$ cat src/hdl/g2j_div.sv
// ----------------------------------------------------------------------------
// g2j_div
// Pipelined restoring divider, one quotient bit per stage, with overflow
// flag for quotients that do not fit and a side payload
// ----------------------------------------------------------------------------
module g2j_div #(
	parameter int NW = 64,
	parameter int DW = 48,
	parameter int QW = 20,
	parameter int PW = 1
) (
	input logic clk,
	input logic arst_n,
	input logic en,
	input logic vld,
	input logic [NW-1:0] num,
	input logic [DW-1:0] den,
	input logic [PW-1:0] pay,
	output logic q_vld,
	output logic [QW-1:0] quot,
	output logic ovf,
	output logic [PW-1:0] q_pay
);

	localparam int TW = NW - QW;
	localparam int CW = (TW > DW) ? TW : DW;

	logic vld_s [QW+1];
	logic ovf_s [QW+1];
	logic [DW-1:0] rem_s [QW+1];
	logic [QW-1:0] nlo_s [QW+1];
	logic [QW-1:0] quo_s [QW+1];
	logic [PW-1:0] pay_s [QW+1];
	logic [DW:0] trial [QW];
	logic ge [QW];
	logic [TW-1:0] top;

	assign top = num[NW-1:QW];

	always_comb begin
		for (int k = 0; k < QW; k++) begin
			trial[k] = {rem_s[k], nlo_s[k][QW-1]};
			ge[k] = trial[k] >= {1'b0, den};
		end
	end

	always_ff @(posedge clk or negedge arst_n) begin
		if (!arst_n) begin
			for (int k = 0; k <= QW; k++)
				vld_s[k] <= 1'b0;
		end else if (en) begin
			vld_s[0] <= vld;
			for (int k = 1; k <= QW; k++)
				vld_s[k] <= vld_s[k-1];
		end
	end

	always_ff @(posedge clk) begin
		if (en) begin
			rem_s[0] <= DW'(top);
			nlo_s[0] <= num[QW-1:0];
			quo_s[0] <= '0;
			ovf_s[0] <= CW'(top) >= CW'(den);
			pay_s[0] <= pay;
			for (int k = 1; k <= QW; k++) begin
				rem_s[k] <= ge[k-1] ? DW'(trial[k-1] - {1'b0, den}) : trial[k-1][DW-1:0];
				nlo_s[k] <= nlo_s[k-1] << 1;
				quo_s[k] <= (quo_s[k-1] << 1) | QW'(ge[k-1]);
				ovf_s[k] <= ovf_s[k-1];
				pay_s[k] <= pay_s[k-1];
			end
		end
	end

	assign q_vld = vld_s[QW];
	assign quot = quo_s[QW];
	assign ovf = ovf_s[QW];
	assign q_pay = pay_s[QW];

endmodule

$ cat config.mk
export PLATFORM = sky130hd
export DESIGN_NAME = g2j_div
export DESIGN_NICKNAME = d
export VERILOG_FILES = /design/src/hdl/g2j_div.sv
export SDC_FILE = /design/constraint.sdc
export NUM_CORES = 2
export LEC_CHECK = 0
export BUFFER_PORTS_ARGS = -buffer_cell sky130_fd_sc_hd__buf_2
export CAP_MARGIN = 20
export CELL_PAD_IN_SITES_DETAIL_PLACEMENT = 1
export CELL_PAD_IN_SITES_GLOBAL_PLACEMENT = 1
export CORE_ASPECT_RATIO = 0.75
export CORE_UTILIZATION = 56
export DETAILED_ROUTE_END_ITERATION = 8
export GPL_ROUTABILITY_DRIVEN = 0
export PLACE_DENSITY_LB_ADDON = 0.1
export SLEW_MARGIN = 15
export SYNTH_ARGS = -nofsm -noshare
export SYNTH_HDL_FRONTEND = slang
export SYNTH_SLANG_ARGS = --single-unit
export TNS_END_PERCENT = 30
$ cat constraint.sdc
create_clock -name clk -period 9.95 [get_ports clk]
set_input_delay 1.99 -clock clk [delete_from_list [all_inputs] [get_ports clk]]
set_output_delay 1.99 -clock clk [all_outputs]
set_load 0.02 [all_outputs]
Word-level counts from Yosys, hierarchy flattened --
Memories as Yosys holds them, arrays and structs flattened. Cells that the tools add are included.
Cells by class: $add $sub $neg 20, multiply operators 0, divide/modulo/power cells 0, magnitude comparators 21, equal/unequal tests 0, shift-type cells 0, muxes and demuxes 22, bitwise operators 20, reductions and logical operators 0
Operator list (count):
- $ge 49x48->1 | 20
- $mux 48 | 20
- $sub 48x48->48 | 20
- $or 20x1->20 | 20
- $ge 44x48->1 | 1
- $mux 1 | 2
Storage, ports and cells: register bits after elaboration 21, latch bits 0, memory bits (writable) 1890, memory bits (read-only) 0, memories 5
Memories:
- rem_s | depth 21, bits a word 48, read ports 20, clocked after memory_dff 0, write ports 21, RTL line 30 | logic [DW-1:0] rem_s [QW+1];
- nlo_s | depth 21, bits a word 20, read ports 20, clocked after memory_dff 0, write ports 21, RTL line 31 | logic [QW-1:0] nlo_s [QW+1];
- quo_s | depth 21, bits a word 20, read ports 21, clocked after memory_dff 0, write ports 21, RTL line 32 | logic [QW-1:0] quo_s [QW+1];
- ovf_s | depth 21, bits a word 1, read ports 21, clocked after memory_dff 0, write ports 21, RTL line 29 | logic ovf_s [QW+1];
- pay_s | depth 21, bits a word 1, read ports 21, clocked after memory_dff 0, write ports 21, RTL line 33 | logic [PW-1:0] pay_s [QW+1];

Longest topological paths before layout --
depth after elaboration 2, mapped depth 18, gate-level depth less buffers 16

Least setup slack after synthesis --
Ideal clock, no wire load.
kind input -> register, start point input den[18], end point memory rem_s[15][42] (netlist: rem_s[3][186]), data pin, library setup time 0.262 ns, arrival 5.572 ns, setup slack 4.116 ns, stages on the path 17, cell sequence inv_1 > ha_1 > a21o_1 > o21bai_1 > a21o_1 > a21o_1 > a2111oi_4 > o21ai_1 > o21ba_2 > o21ai_1 > o2111a_1 > o21ai_2 > o21ai_1 > a41oi_2 > buf_6 > buf_8 > mux2_1
RTL lines:
- start, declared | RTL line 17 | input logic [DW-1:0] den,
- end, declared | RTL line 30

==> insert_results.sql <==
INSERT INTO impl_metrics (metric_group, metric, value, unit) VALUES
('clocking', 'deepest_level_of_the_cts_h_tree', '4', ''),
('yosys', 'synth_seq_cells', '1439', ''),
('clocking', 'clock-root-buffer', 'clkbuf_16', ''),
('yosys', 'synth.top_cell.area_share', '0.415', ''),
('yosys', 'yosys.cell_count.top_type', 'edfxtp_1', ''),
('yosys', 'synth_area_leader_cell', 'edfxtp_1', ''),
('clocking', 'clk-insertion-delay-late', '0.85', 'ns'),
('timing', 'timing_worst_slew_pin_value', '1.17', 'ns'),
('clocking', 'post_cts.repair.setup_buffers', '0', ''),
('yosys', 'dominantRegCellSynth', 'edfxtp_1', ''),
('finish', 'final_core_utilization', '0.612', ''),
('timing', 'final_period_minus_worst_setup_slack', '7.15', 'ns'),
('yosys', 'synth.distinct_cells', '100', ''),
('global_routing', 'total_gr_overflow', '0', ''),
('timing', 'final_min_period_over_clock_period', '0.718', ''),
('timing', 'finalHoldViolations', '0', ''),
('floorplanning', 'horiz_die_dim', '496', 'um'),
('hold_path', 'min-delay-path-class', 'flop to flop', ''),
('finish', 'synthToLayoutAreaGrowth', '8.22', '%'),
('floorplanning', 'die_area', '185000', 'um^2'),
('timing', 'tns', '0', 'ns'),
('setup_path', 'slowest_delay', '0.66', 'ns'),
('setup_path', 'setup_slack_reg_to_reg', '4.28', 'ns'),
('clocking', 'cts_sinks', '1439', ''),
('yosys', 'postSynthNetCount', '11500', ''),
('timing', 'timing.final.setup_violations', '0', ''),
('yosys', 'synth_enable_flop_cells', '1418', ''),
('global_routing', 'antenna_found_initial', '24', ''),
('route', 'routed_via_density', '6.74', ''),
('finish', 'final_net_count', '11500', ''),
('global_routing', 'grt_pass1_vias', '87900', ''),
('floorplanning', 'fp.coreArea', '181000', 'um^2'),
('yosys', 'synthCells', '10300', ''),
('clocking', 'cts_tree', 'done', ''),
('route', 'detail_route.wl_per_cell', '28.2', 'um'),
('setup_path', 'endpoint_kind', 'flop', ''),
('yosys', 'synth_seq_area_share', '0.420', ''),
('yosys', 'synthesis.area', '103000', 'um^2'),
('clocking', 'ctsResizeCount', '0', ''),
('route', 'violation_count_after_the_first_detailed_route_iteration', '8917', ''),
('timing', 'rsz0062_at_grt', 'false', ''),
('yosys', 'async_reset_ff_frac', '0.0146', ''),
('timing', 'slew_headroom', '0.217', ''),
('status', 'status', 'complete, no violations', ''),
('timing', 'final_max_slew_viol_count', '0', ''),
('yosys', 'list_of_most_frequent_post_synthesis_cells', '1,418 x edfxtp_1, 1,173 x a21oi_1, 1,001 x ha_1, 887 x nand2_1, 832 x o21ai_0', ''),
('global_routing', 'largest_net_degree_at_the_start_of_global_routing', '173', ''),
('route', 'detailroute.via_count', '87000', ''),
('setup_path', 'cp.required', '10.54', 'ns'),
('yosys', 'yosysWarningCount', '0', ''),
('floorplanning', 'dieHeight', '373', 'um'),
('place', 'place_hpwl', '265000', 'um'),
('setup_path', 'crit_path_start_kind', 'primary input', ''),
('setup_path', 'worst_path_dominant_cell_family', 'compound AO/OA/AOI/OAI gates', ''),
('global_routing', 'grt_first_pass_wirelength', '541000', 'um'),
('place', 'buffer_ports.inserted', '139', ''),
('power_and_ir_drop', 'power-per-cell-area', '355', 'nW/um^2'),
('setup_path', 'critPathKind', 'primary input to flop', ''),
('finish', 'post_route_cells_drive_above_1_share', '0.0808', ''),
('yosys', 'avgSynthCellArea', '9.92', 'um^2'),
('job', 'drv.max_cap_violation_count', '0', ''),
('route', 'drc', '0', ''),
('setup_path', 'arrival_time_reported_for_the_critical_path_endpoint', '7.74', 'ns'),
('floorplanning', 'floorplan.initialDensity', '0.566', ''),
('route', 'detail_route.first_pass.iterations', '6', ''),
('global_routing', 'gr-usage-all-layers', '0.385', ''),
('setup_path', 'path_max_fanout', '70', ''),
('route', 'antenna_violating_nets_post_route', '0', ''),
('route', 'finalWirelength', '364000', 'um'),
('floorplanning', 'core.rowCount', '135', ''),
('clocking', 'cts.path.max_buffers', '3', '');
[registers in the layout (all words and copies together) (netlist names)]
register and flops:
nlo_s 210, ovf_s 21, pay_s 21, q_vld 1
quo_s 210, rem_s 956, vld_s 20
[kinds of logic (layout without fill, tap and decap cells)]
| kind of cell | after synthesis | in the layout | share of synthesized area |
|---|---|---|---|
| compound gates | 3442 | 3442 | 0.206 |
| simple gates | 2691 | 2691 | 0.124 |
| flops | 1439 | 1439 | 0.420 |
| fa+ha+maj | 1020 | 1020 | 0.126 |
| xor+xnor | 811 | 811 | 0.0693 |
| buf+inv | 671 | 839 | 0.0266 |
| mux | 258 | 258 | 0.0282 |
| other cells | 0 | 12 | 0 |
[cell type report]
class | count | area [um^2]
antenna | 12 | 30.0
fill | 19900 | 70300
sequential | 1439 | 43100
tap | 2397 | 3000
timing repair buffer | 252 | 1700
inverter | 305 | 1140
multi-input combinational | 8222 | 56900
clock buffer | 185 | 4010
clock inverter | 97 | 1090
[worst paths after layout]
| check | startpoint | to | cells after the start |
|---|---|---|---|
| setup / recovery | den[3] | rem_s[4][14] | 17 |
| min in group asynchronous | arst_n | vld_s[20] | 1 |
| hold / removal | quo_s[19][4] | quo_s[20][5] | 0 |
| setup reg to reg | nlo_s[14][19] | rem_s[3][151] | 17 |
| hold reg to reg | quo_s[19][4] | quo_s[20][5] | 0 |
| max in group asynchronous | arst_n | vld_s[9] | 1 |
[cell usage in the layout, fill, tap and decap left out, types with 207 or more instances in the layout]
master | Yosys | final
xnor2_1 | 470 | 470
xor2_1 | 341 | 341
o21ai_0 | 832 | 832
nand2_1 | 887 | 886
nand4_1 | 207 | 207
a21oi_1 | 1173 | 1172
inv_1 | 305 | 257
a21o_1 | 589 | 588
nor2_1 | 712 | 711
mux2_2 | 238 | 238
ha_1 | 1001 | 1001
edfxtp_1 | 1418 | 1418
[worst register-to-register path: cells and delay by family, from the launching register on]
kind	cells	cell delay, ns
AO/OA/AOI/OAI	11	3.09
flip-flops	1	0.43
multiplexers	1	0.44
AND/OR/NAND/NOR	1	0.18
buffers and inverters	3	0.96
adder cells (fa/ha/maj)	1	0.31
[metrics by stage]
step                instance area [um^2]  total power (uW)  std cells  worst slack, ns  hold WS, ns
finish                            111000             39400      12900             2.80        0.411
global route                      111000             41400      12900             2.70        0.416
CTS                               111000             38800      12900             3.01        0.411
detailed placement                106000             32500      12600             2.16        0.405
global placement                  106000             31300      12600             2.51        0.400
floorplan                         103000             26100      10300             4.12        0.400
[per-layer routing]
layer | track usage | vias up | share of wire
li1 | - | 38800 | -
met2 | 0.606 | 3875 | 0.45
met1 | 0.494 | 43300 | 0.40
met5 | 0 | - | 0.00027
met4 | 0.229 | 14 | 0.065
met3 | 0.0754 | 1073 | 0.086
[power by group]
part | internal [uW] | switching [uW]
Clock | 3310 | 2700
Combinational | 8520 | 13100
Sequential | 9910 | 1850
Power figures use the tool's default switching activity.
